**src/rtl/lfu_pkg.sv**
```systemverilog
// Shared types, codes and constants of the LFU cache table.
package lfu_pkg;

  localparam int CAPACITY_DEF = 32;

  localparam int KEY_W  = 32;
  localparam int SIZE_W = 24;
  localparam int CNT_W  = 16;
  localparam int NODE_W = 8;
  localparam int TYPE_W = 2;
  localparam int ACT_W  = 3;
  localparam int STAT_W = 32;

  localparam logic [CNT_W-1:0] COUNT_MAX = {CNT_W{1'b1}};

  // Request types; any other code is handled as a data request.
  localparam logic [TYPE_W-1:0] REQ_REPL    = 2'd1;
  localparam logic [TYPE_W-1:0] REQ_PRELOAD = 2'd2;

  // Result actions.
  localparam logic [ACT_W-1:0] ACT_SERVED    = 3'd0;
  localparam logic [ACT_W-1:0] ACT_FORWARDED = 3'd1;
  localparam logic [ACT_W-1:0] ACT_REPLICATED = 3'd2;
  localparam logic [ACT_W-1:0] ACT_PRELOADED = 3'd3;
  localparam logic [ACT_W-1:0] ACT_DROPPED   = 3'd4;

  typedef struct packed {
    logic [KEY_W-1:0]  key;
    logic [SIZE_W-1:0] size;
    logic [CNT_W-1:0]  count;
  } entry_t;

  typedef struct packed {
    logic load;    // latch the accepted item and restart the walk
    logic scan;    // read the entry at the walk index and advance
    logic commit;  // update the table and load the result register
  } cmd_t;

  typedef struct packed {
    logic last_addr;  // the walk index points at the last entry
  } stat_t;

endpackage

```
**src/rtl/lfu_ctrl.sv**
```systemverilog
// Controller state machine of the LFU cache table.
module lfu_ctrl import lfu_pkg::*; (
  input  logic  clk,
  input  logic  rst_n,
  input  logic  in_valid,
  output logic  in_stall,
  output logic  out_valid,
  input  logic  out_stall,
  input  stat_t stat,
  output cmd_t  cmd
);

  typedef enum logic [1:0] {
    S_IDLE,
    S_SCAN,
    S_DRAIN,
    S_COMMIT
  } state_t;

  state_t state_r, state_nxt;
  logic   out_valid_r, out_valid_nxt;

  assign in_stall  = (state_r != S_IDLE);
  assign out_valid = out_valid_r;

  always_comb begin
    state_nxt  = state_r;
    cmd.load   = 1'b0;
    cmd.scan   = 1'b0;
    cmd.commit = 1'b0;
    case (state_r)
      S_IDLE: begin
        if (in_valid) begin
          cmd.load  = 1'b1;
          state_nxt = S_SCAN;
        end
      end
      S_SCAN: begin
        cmd.scan = 1'b1;
        if (stat.last_addr) begin
          state_nxt = S_DRAIN;
        end
      end
      // The read of the last entry is compared in this cycle.
      S_DRAIN: begin
        state_nxt = S_COMMIT;
      end
      S_COMMIT: begin
        if (!out_valid_r || !out_stall) begin
          cmd.commit = 1'b1;
          state_nxt  = S_IDLE;
        end
      end
      default: begin
        state_nxt = S_IDLE;
      end
    endcase
  end

  always_comb begin
    if (cmd.commit) begin
      out_valid_nxt = 1'b1;
    end else if (!out_stall) begin
      out_valid_nxt = 1'b0;
    end else begin
      out_valid_nxt = out_valid_r;
    end
  end

  always_ff @(posedge clk) begin
    if (!rst_n) begin
      state_r     <= S_IDLE;
      out_valid_r <= 1'b0;
    end else begin
      state_r     <= state_nxt;
      out_valid_r <= out_valid_nxt;
    end
  end

  a_rise_after_commit: assert property (@(posedge clk) disable iff (!rst_n)
    $rose(out_valid_r) |-> $past(cmd.commit))
    else $error("result appeared without a commit");

endmodule

```
**src/rtl/lfu_dp.sv**
```systemverilog
// Datapath of the LFU cache table: entry memory, walk trackers, counters, result register.
module lfu_dp import lfu_pkg::*; #(
  parameter int CAPACITY = CAPACITY_DEF
) (
  input  logic              clk,
  input  logic              rst_n,
  input  logic              cfg_wr_en,
  input  logic [NODE_W-1:0] cfg_wr_data,
  input  logic [TYPE_W-1:0] in_req_type,
  input  logic [KEY_W-1:0]  in_data_key,
  input  logic [SIZE_W-1:0] in_item_size,
  input  cmd_t              cmd,
  output stat_t             stat,
  output logic [ACT_W-1:0]  out_action,
  output logic [SIZE_W-1:0] out_served_size,
  output logic              out_evicted_valid,
  output logic [KEY_W-1:0]  out_evicted_key,
  output logic [NODE_W-1:0] out_source_node,
  output logic [STAT_W-1:0] out_hit_count,
  output logic [STAT_W-1:0] out_miss_count
);

  localparam int IDX_W = $clog2(CAPACITY);
  localparam logic [IDX_W-1:0] LAST_IDX = IDX_W'(CAPACITY - 1);

  logic [NODE_W-1:0] node_id_r;

  logic [TYPE_W-1:0] req_type_r;
  logic [KEY_W-1:0]  req_key_r;
  logic [SIZE_W-1:0] req_size_r;

  entry_t             entry_mem_r [CAPACITY];
  logic [CAPACITY-1:0] valid_r, valid_nxt;

  logic [IDX_W-1:0] idx_r;
  logic             rd_vld_r;
  logic [IDX_W-1:0] rd_idx_r;
  entry_t           rd_q_r;
  logic             rd_entry_v;

  // Walk trackers: first key match, first free slot, least-count victim.
  logic              match_hit_r;
  logic [IDX_W-1:0]  match_idx_r;
  logic [SIZE_W-1:0] match_size_r;
  logic [CNT_W-1:0]  match_cnt_r;
  logic              free_hit_r;
  logic [IDX_W-1:0]  free_idx_r;
  logic              vic_hit_r;
  logic [IDX_W-1:0]  vic_idx_r;
  logic [KEY_W-1:0]  vic_key_r;
  logic [CNT_W-1:0]  vic_cnt_r;

  logic [STAT_W-1:0] hits_r, hits_nxt;
  logic [STAT_W-1:0] misses_r, misses_nxt;

  logic              wr_en;
  logic [IDX_W-1:0]  wr_slot;
  entry_t            wr_entry;
  logic              use_match;
  logic [ACT_W-1:0]  act;
  logic [SIZE_W-1:0] served;
  logic              ev_valid;
  logic [KEY_W-1:0]  ev_key;
  logic [NODE_W-1:0] src;

  logic [ACT_W-1:0]  out_action_r;
  logic [SIZE_W-1:0] out_served_size_r;
  logic              out_evicted_valid_r;
  logic [KEY_W-1:0]  out_evicted_key_r;
  logic [NODE_W-1:0] out_source_node_r;

  assign stat.last_addr = (idx_r == LAST_IDX);
  assign rd_entry_v     = valid_r[rd_idx_r];

  always_ff @(posedge clk) begin
    if (!rst_n) begin
      node_id_r <= '0;
    end else if (cfg_wr_en) begin
      node_id_r <= cfg_wr_data;
    end
  end

  always_ff @(posedge clk) begin
    if (cmd.load) begin
      req_type_r <= in_req_type;
      req_key_r  <= in_data_key;
      req_size_r <= in_item_size;
    end
  end

  // Single-port walk: one entry read per cycle, compared in the cycle after its read.
  always_ff @(posedge clk) begin
    if (cmd.commit && wr_en) begin
      entry_mem_r[wr_slot] <= wr_entry;
    end
    if (cmd.scan) begin
      rd_q_r <= entry_mem_r[idx_r];
    end
  end

  always_ff @(posedge clk) begin
    if (!rst_n) begin
      idx_r    <= '0;
      rd_vld_r <= 1'b0;
    end else begin
      rd_vld_r <= cmd.scan;
      if (cmd.load) begin
        idx_r <= '0;
      end else if (cmd.scan && !stat.last_addr) begin
        idx_r <= idx_r + 1'b1;
      end
    end
  end

  always_ff @(posedge clk) begin
    if (cmd.scan) begin
      rd_idx_r <= idx_r;
    end
  end

  always_ff @(posedge clk) begin
    if (cmd.load) begin
      match_hit_r <= 1'b0;
      free_hit_r  <= 1'b0;
      vic_hit_r   <= 1'b0;
    end else if (rd_vld_r) begin
      if (rd_entry_v) begin
        if (!match_hit_r && rd_q_r.key == req_key_r) begin
          match_hit_r  <= 1'b1;
          match_idx_r  <= rd_idx_r;
          match_size_r <= rd_q_r.size;
          match_cnt_r  <= rd_q_r.count;
        end
        if (!vic_hit_r || rd_q_r.count < vic_cnt_r ||
            (rd_q_r.count == vic_cnt_r && rd_q_r.key < vic_key_r)) begin
          vic_hit_r <= 1'b1;
          vic_idx_r <= rd_idx_r;
          vic_key_r <= rd_q_r.key;
          vic_cnt_r <= rd_q_r.count;
        end
      end else if (!free_hit_r) begin
        free_hit_r <= 1'b1;
        free_idx_r <= rd_idx_r;
      end
    end
  end

  always_comb begin
    wr_en      = 1'b0;
    wr_slot    = match_idx_r;
    wr_entry   = '{key: req_key_r, size: req_size_r, count: '0};
    valid_nxt  = valid_r;
    hits_nxt   = hits_r;
    misses_nxt = misses_r;
    act        = ACT_SERVED;
    served     = '0;
    ev_valid   = 1'b0;
    ev_key     = '0;
    src        = '0;
    // A match on the entry being evicted no longer counts as a match.
    use_match  = match_hit_r && !(vic_hit_r && match_idx_r == vic_idx_r);
    case (req_type_r)
      REQ_REPL: begin
        act            = ACT_REPLICATED;
        served         = req_size_r;
        wr_en          = 1'b1;
        wr_entry.count = CNT_W'(1);
        if (vic_hit_r) begin
          ev_valid             = 1'b1;
          ev_key               = vic_key_r;
          valid_nxt[vic_idx_r] = 1'b0;
        end
        // The evicted slot competes with the first free slot for lowest index.
        if (use_match) begin
          wr_slot = match_idx_r;
        end else if (vic_hit_r) begin
          wr_slot = (free_hit_r && free_idx_r < vic_idx_r) ? free_idx_r : vic_idx_r;
        end else begin
          wr_slot = free_idx_r;
        end
        valid_nxt[wr_slot] = 1'b1;
      end
      REQ_PRELOAD: begin
        if (match_hit_r || free_hit_r) begin
          act                = ACT_PRELOADED;
          wr_en              = 1'b1;
          wr_slot            = match_hit_r ? match_idx_r : free_idx_r;
          valid_nxt[wr_slot] = 1'b1;
        end else begin
          act = ACT_DROPPED;
        end
      end
      default: begin
        // Data request, also taken for the unused type code.
        src = node_id_r;
        if (match_hit_r) begin
          act            = ACT_SERVED;
          served         = match_size_r;
          wr_en          = 1'b1;
          wr_slot        = match_idx_r;
          wr_entry.size  = match_size_r;
          wr_entry.count = (match_cnt_r == COUNT_MAX) ? match_cnt_r
                                                      : match_cnt_r + 1'b1;
          hits_nxt       = hits_r + 1'b1;
        end else begin
          act        = ACT_FORWARDED;
          misses_nxt = misses_r + 1'b1;
        end
      end
    endcase
  end

  always_ff @(posedge clk) begin
    if (!rst_n) begin
      valid_r  <= '0;
      hits_r   <= '0;
      misses_r <= '0;
    end else if (cmd.commit) begin
      valid_r  <= valid_nxt;
      hits_r   <= hits_nxt;
      misses_r <= misses_nxt;
    end
  end

  always_ff @(posedge clk) begin
    if (cmd.commit) begin
      out_action_r        <= act;
      out_served_size_r   <= served;
      out_evicted_valid_r <= ev_valid;
      out_evicted_key_r   <= ev_key;
      out_source_node_r   <= src;
    end
  end

  assign out_action        = out_action_r;
  assign out_served_size   = out_served_size_r;
  assign out_evicted_valid = out_evicted_valid_r;
  assign out_evicted_key   = out_evicted_key_r;
  assign out_source_node   = out_source_node_r;
  assign out_hit_count     = hits_r;
  assign out_miss_count    = misses_r;

  a_stats_hold: assert property (@(posedge clk) disable iff (!rst_n)
    !cmd.commit |=> ($stable(hits_r) && $stable(misses_r)))
    else $error("hit or miss counter changed outside a commit");

  a_one_stat_step: assert property (@(posedge clk) disable iff (!rst_n)
    cmd.commit |=> ($countones({hits_r != $past(hits_r), misses_r != $past(misses_r)}) <= 1))
    else $error("hit and miss counters both moved on one item");

  a_written_valid: assert property (@(posedge clk) disable iff (!rst_n)
    (cmd.commit && wr_en) |=> valid_r[$past(wr_slot)])
    else $error("written entry not marked valid");

endmodule

```
**src/rtl/lfu_replica_cache_table.sv**
```systemverilog
// LFU cache table top level: an item is accepted, then the entry memory is walked one
// entry per cycle on its single read port, the last read is compared in the drain
// state, and the table, counters and result register are updated in the commit state;
// no new item is taken until that commit, and the commit waits while the previous
// result is still not taken. The table holds CAPACITY entries, 32 by default.
// Entry valid bits clear at reset; no clearing pass is needed.
module lfu_replica_cache_table import lfu_pkg::*; #(
  parameter int CAPACITY = CAPACITY_DEF
) (
  input  logic              clk,
  input  logic              rst_n,
  input  logic              cfg_wr_en,
  input  logic [NODE_W-1:0] cfg_wr_data,
  input  logic              in_valid,
  output logic              in_stall,
  input  logic [TYPE_W-1:0] in_req_type,
  input  logic [KEY_W-1:0]  in_data_key,
  input  logic [SIZE_W-1:0] in_item_size,
  output logic              out_valid,
  input  logic              out_stall,
  output logic [ACT_W-1:0]  out_action,
  output logic [SIZE_W-1:0] out_served_size,
  output logic              out_evicted_valid,
  output logic [KEY_W-1:0]  out_evicted_key,
  output logic [NODE_W-1:0] out_source_node,
  output logic [STAT_W-1:0] out_hit_count,
  output logic [STAT_W-1:0] out_miss_count
);

  cmd_t  cmd;
  stat_t stat;

  lfu_ctrl u_ctrl (
    .clk       (clk),
    .rst_n     (rst_n),
    .in_valid  (in_valid),
    .in_stall  (in_stall),
    .out_valid (out_valid),
    .out_stall (out_stall),
    .stat      (stat),
    .cmd       (cmd)
  );

  lfu_dp #(
    .CAPACITY (CAPACITY)
  ) u_dp (
    .clk               (clk),
    .rst_n             (rst_n),
    .cfg_wr_en         (cfg_wr_en),
    .cfg_wr_data       (cfg_wr_data),
    .in_req_type       (in_req_type),
    .in_data_key       (in_data_key),
    .in_item_size      (in_item_size),
    .cmd               (cmd),
    .stat              (stat),
    .out_action        (out_action),
    .out_served_size   (out_served_size),
    .out_evicted_valid (out_evicted_valid),
    .out_evicted_key   (out_evicted_key),
    .out_source_node   (out_source_node),
    .out_hit_count     (out_hit_count),
    .out_miss_count    (out_miss_count)
  );

endmodule
```
**config.mk**
```make
export PLATFORM = sky130hd
export DESIGN_NAME = lfu_replica_cache_table
export DESIGN_NICKNAME = d
export VERILOG_FILES = /design/src/rtl/lfu_pkg.sv /design/src/rtl/lfu_ctrl.sv /design/src/rtl/lfu_dp.sv /design/src/rtl/lfu_replica_cache_table.sv
export SDC_FILE = /design/constraint.sdc
export NUM_CORES = 2
export LEC_CHECK = 0
export BUFFER_PORTS_ARGS = -buffer_cell sky130_fd_sc_hd__buf_2
export CAP_MARGIN = 10
export CORE_MARGIN = 5
export CORE_UTILIZATION = 55
export CTS_BUF_LIST = sky130_fd_sc_hd__clkbuf_4 sky130_fd_sc_hd__clkbuf_8
export CTS_CLUSTER_DIAMETER = 80
export DETAILED_ROUTE_END_ITERATION = 8
export HOLD_SLACK_MARGIN = 0.15
export PLACE_DENSITY = 0.71
export SYNTH_ARGS = -nofsm -noshare
export SYNTH_HDL_FRONTEND = slang
export SYNTH_SLANG_ARGS = --single-unit
```
**constraint.sdc**
```tcl
create_clock -name clk -period 32.8 [get_ports clk]
set_input_delay 6.56 -clock clk [delete_from_list [all_inputs] [get_ports clk]]
set_output_delay 6.56 -clock clk [all_outputs]
set_load 0.02 [all_outputs]
```
==> flow_results.org <==
** Finish
- The final layout contains 5713 nets.
- Area overhead of the layout relative to synthesis :: 12.01%
- Ratio of cells with drive above 1 in the final layout :: 32.09%
- Once layout is complete, the utilization of the core stands at 62.02%.
- Commonest non-fill, non-tap cell in the layout :: edfxtp_1
- Most frequent cells in the layout :: 2610 x edfxtp_1, 730 x mux4_2, 445 x clkbuf_8
- Number of cells in the finished layout apart from fillers :: 8450

** Timing
- Summed over all failing endpoints, the final setup total negative slack is 0 ps.
- Total count of max-transition violations in the final report :: 0
- Derived from the worst setup path, the maximum achievable clock frequency is 0.1028 GHz.
- Measured against its own limit, the worst slew margin works out to 8.086%.
- Setup repair after global routing left no endpoint under its margin.
- After layout, the worst path uses 29.66% of the clock period.
- Number of hold violations in the final report :: 0
- Final critical-path required period :: 9728 ps
- Count of endpoints failing setup in the final report :: 0
- Final hold analysis gives a worst-case slack of 395.8 ps.
- Transition at the pin with the smallest max-transition slack :: 1357 ps
- Final setup skew :: about 100 ps

** Place
- Port buffering added about 200 buffers.
- Routability-driven placement finished with a final weighted congestion of 0.8363.
- The HPWL after detailed placement is 151.8 mm.
- Once placement completed, the tool counted placed cells totaling 7663.

** Floorplan
- Initial core utilization :: 55.37%
- In this run the horizontal extent of the chip is 450.8 microns.
- After floorplanning, the core was sized to cover 193000 sq um.
- The die covers 203200 sq um.
- The floorplan step set the die height to 450.8 microns.
- The floorplan has between 150 and 200 rows.
- 205 I/O pins were placed.

** Critical path
- Total buffers and inverters traversed by the critical path :: 3
- Category of the worst setup path launch point :: primary input
- Critical path's slowest cell :: nor3_1
- STA puts the critical path data arrival time at 10390 ps.
- Worst path max stage delay :: 830 ps
- By instance count, the cell type seen most on the critical path is buf_4.
- Start point of the critical path :: out_stall
- RR Startpoint :: u_dp.vic_hit_r$_SDFFE_PP0P_
- The worst setup path is captured at a flop.
- Worst path top cell family by delay :: simple AND/OR/NAND/NOR gates
- Largest driver fanout on the critical path :: 40
- The worst setup path is of the in2reg kind.
- Data required time of the critical path :: 33460 ps
- Walking the worst path, the cells encountered are buf_2 -> a21bo_2 -> nor3_1 -> nand3_1 -> nor4_2 -> buf_4 -> buf_4.

** Clock network
- After clock tree synthesis, the clock-pin slew on the worst setup and hold paths is ~60 ps.
- CTS tree :: built
- Post-CTS setup-driven buffer insertion count :: 0
- In this run, post-CTS repair resized a total of 0 instances.
- The root buffer cell chosen for the clock tree is clkbuf_8.
- The H-tree was split into 5 levels.
- Later-pin clock latency in the skew report :: 1090 ps
- Clock buffer count from CTS :: 434
- Number of buffers added to fix hold violations after cts :: 0
- The clock net in this run drives a total of 2726 sinks.
- The clock passes through at most 4 buffers.

** Global routing
- The initial antenna violation count was 13.
- The first global-routing pass estimated 380.2 mm of wire.
- Overall Global Routing Usage :: 25.80%
- The number of global-route vias before repair was 53896.
- The total overflow left after global routing is 0.
- Entering global routing, the biggest net connects 151 pins.

** Power and ir drop
- Leakage :: about 40 nW
- Worst vdd ir :: 0.04696 mV
- Power consumption :: 8.014 mW
- Cell area power density :: 66.96 nW/um^2

** Drt
- Dividing the detail-routed wire length by the instance count gives about 31 microns.
- The first detailed-routing pass ran for 5 iterations.
- Residual DRC count :: 0
- Avg Vias per Cell :: approximately 6.4
- Via count :: roughly 54000
- Count of routing violations after the opening detailed-route iteration :: 6318
- Wires add up to 262.5 mm.
- Post-route antenna net violation count :: 0

** Synthesis
- Number of distinct library cells after synthesis :: 90
- Portion of synthesized cell area occupied by the leading cell type :: 73.35%
- Synthesized instance count :: 5025
- For this run, the number of Yosys warnings is 0.
- Yosys attributes the largest share of cell area to edfxtp_1 73%, mux4_2 15%, dfxtp_1 2.2%.
- After synthesis the cells add up to 106900 sq um.
- Most instantiated flip-flop cell in the synthesis netlist :: edfxtp_1
- For this run, asynchronously set or reset flops after synthesis account for 0%.
- After synthesis the netlist holds a flip-flop and latch count of 2726.
- Largest area contributor in the netlist :: edfxtp_1
- Syn_area_per_cell :: approximately 21 sq um
- Mapped Nets :: a little over 5000
- Yosys mapped a number of flops with a built-in enable equal to 2610.
- Of the synthesized area, sequential elements account for 75.52%.

** Run
- Max-cap violations in this run came to 0.

** Hold path
- Min-delay worst type :: reg2reg
- The worst hold path begins at u_dp.rd_q_r[31]$_DFFE_PP_.

** Status
- Run status :: finished clean
==> cell families after synthesis <==
logic type | synth area share [%]
buffers and inverters | 1.371
xor gates and xnor gates | 0.8841
muxes | 16.34
adders and majority gates | 0.7377
AOI/OAI and AO/OA | 2.088
DFF | 75.52
and+or+nand+nor | 3.061
==> layer usage <==
| metal | vias up | track usage (%) | share of wire, % |
|---|---|---|---|
| li1 | 22085 | - | - |
| met1 | 28298 | 36.54 | 39 |
| met2 | 2914 | 41.86 | 49 |
| met3 | 405 | 4.658 | 8.9 |
| met4 | 4 | 7.658 | 3.0 |
| met5 | - | 0 | 0.0057 |
==> final timing paths <==
| kind | end | slack [ps] | cells past startpoint |
|---|---|---|---|
| setup / recovery | u_dp.entry_mem_r[1][8]$_DFFE_PP_ | 23070 | 7 |
| setup reg to reg | u_dp.entry_mem_r[1][8]$_DFFE_PP_ | 27210 | 7 |
| hold reg to reg | u_dp.match_size_r[15]$_DFFE_PP_ | 400 | 0 |
| hold / removal | u_dp.match_size_r[15]$_DFFE_PP_ | 400 | 0 |
==> final cells by class <==
cell class	instances	area (sq um)
diodes	10	25.02
clock buffers	577	7116
clock inverters	194	897.1
fillers	13093	73300
inverters	104	395.4
multi-input cells	1941	24970
flip-flops and latches	2726	80720
well taps	2526	3161
repair buffers	372	2406
==> power by group <==
| part | internal [mW] | switching (mW) |
|---|---|---|
| registers | 4.05 | 0.110 |
| logic | 0.464 | 0.681 |
| clock network | 1.42 | 1.29 |
==> cell usage after synthesis (47+ instances only) <==
cell type,number
ha_1,63
clkbuf_1,156
dfxtp_1,116
nor2_1,47
xor2_1,47
mux2_2,75
xnor2_1,59
and3_1,57
mux4_2,730
a21oi_1,60
nand2_1,218
inv_1,103
edfxtp_1,2610
o21ai_0,74
buf_2,61
and2_1,71
nand3_1,55
==> state kept, by name, summed over array words and instances, names as in the netlist, 2 cells and up <==
register	cells
u_dp.out_evicted_key	32
u_dp.rd_idx_r	5
u_dp.valid_r	32
u_dp.req_type_r	2
u_dp.out_source_node	8
u_dp.req_key_r	32
u_dp.rd_q_r	72
u_dp.out_action	3
u_dp.out_hit_count	32
u_dp.node_id_r	8
u_dp.entry_mem_r	2304
u_dp.free_idx_r	5
u_dp.idx_r	5
u_ctrl.state_r	2
u_dp.req_size_r	24
u_dp.out_miss_count	32
u_dp.vic_key_r	32
u_dp.vic_cnt_r	16
u_dp.match_cnt_r	16
u_dp.out_served_size	24
u_dp.match_size_r	24
u_dp.vic_idx_r	5
u_dp.match_idx_r	5
==> metrics by stage <==
| stage | setup WS (ps) | cell area (sq um) |
|---|---|---|
| 4_1_cts | 23230 | 119500 |
| 3_5_place_dp | 22100 | 111500 |
| 5_1_grt | 23120 | 119700 |
| 3_3_place_gp | 22180 | 111500 |
| 2_1_floorplan | 17620 | 106900 |
| 6_report | 23070 | 119700 |
(Power assumes the default switching activity.)
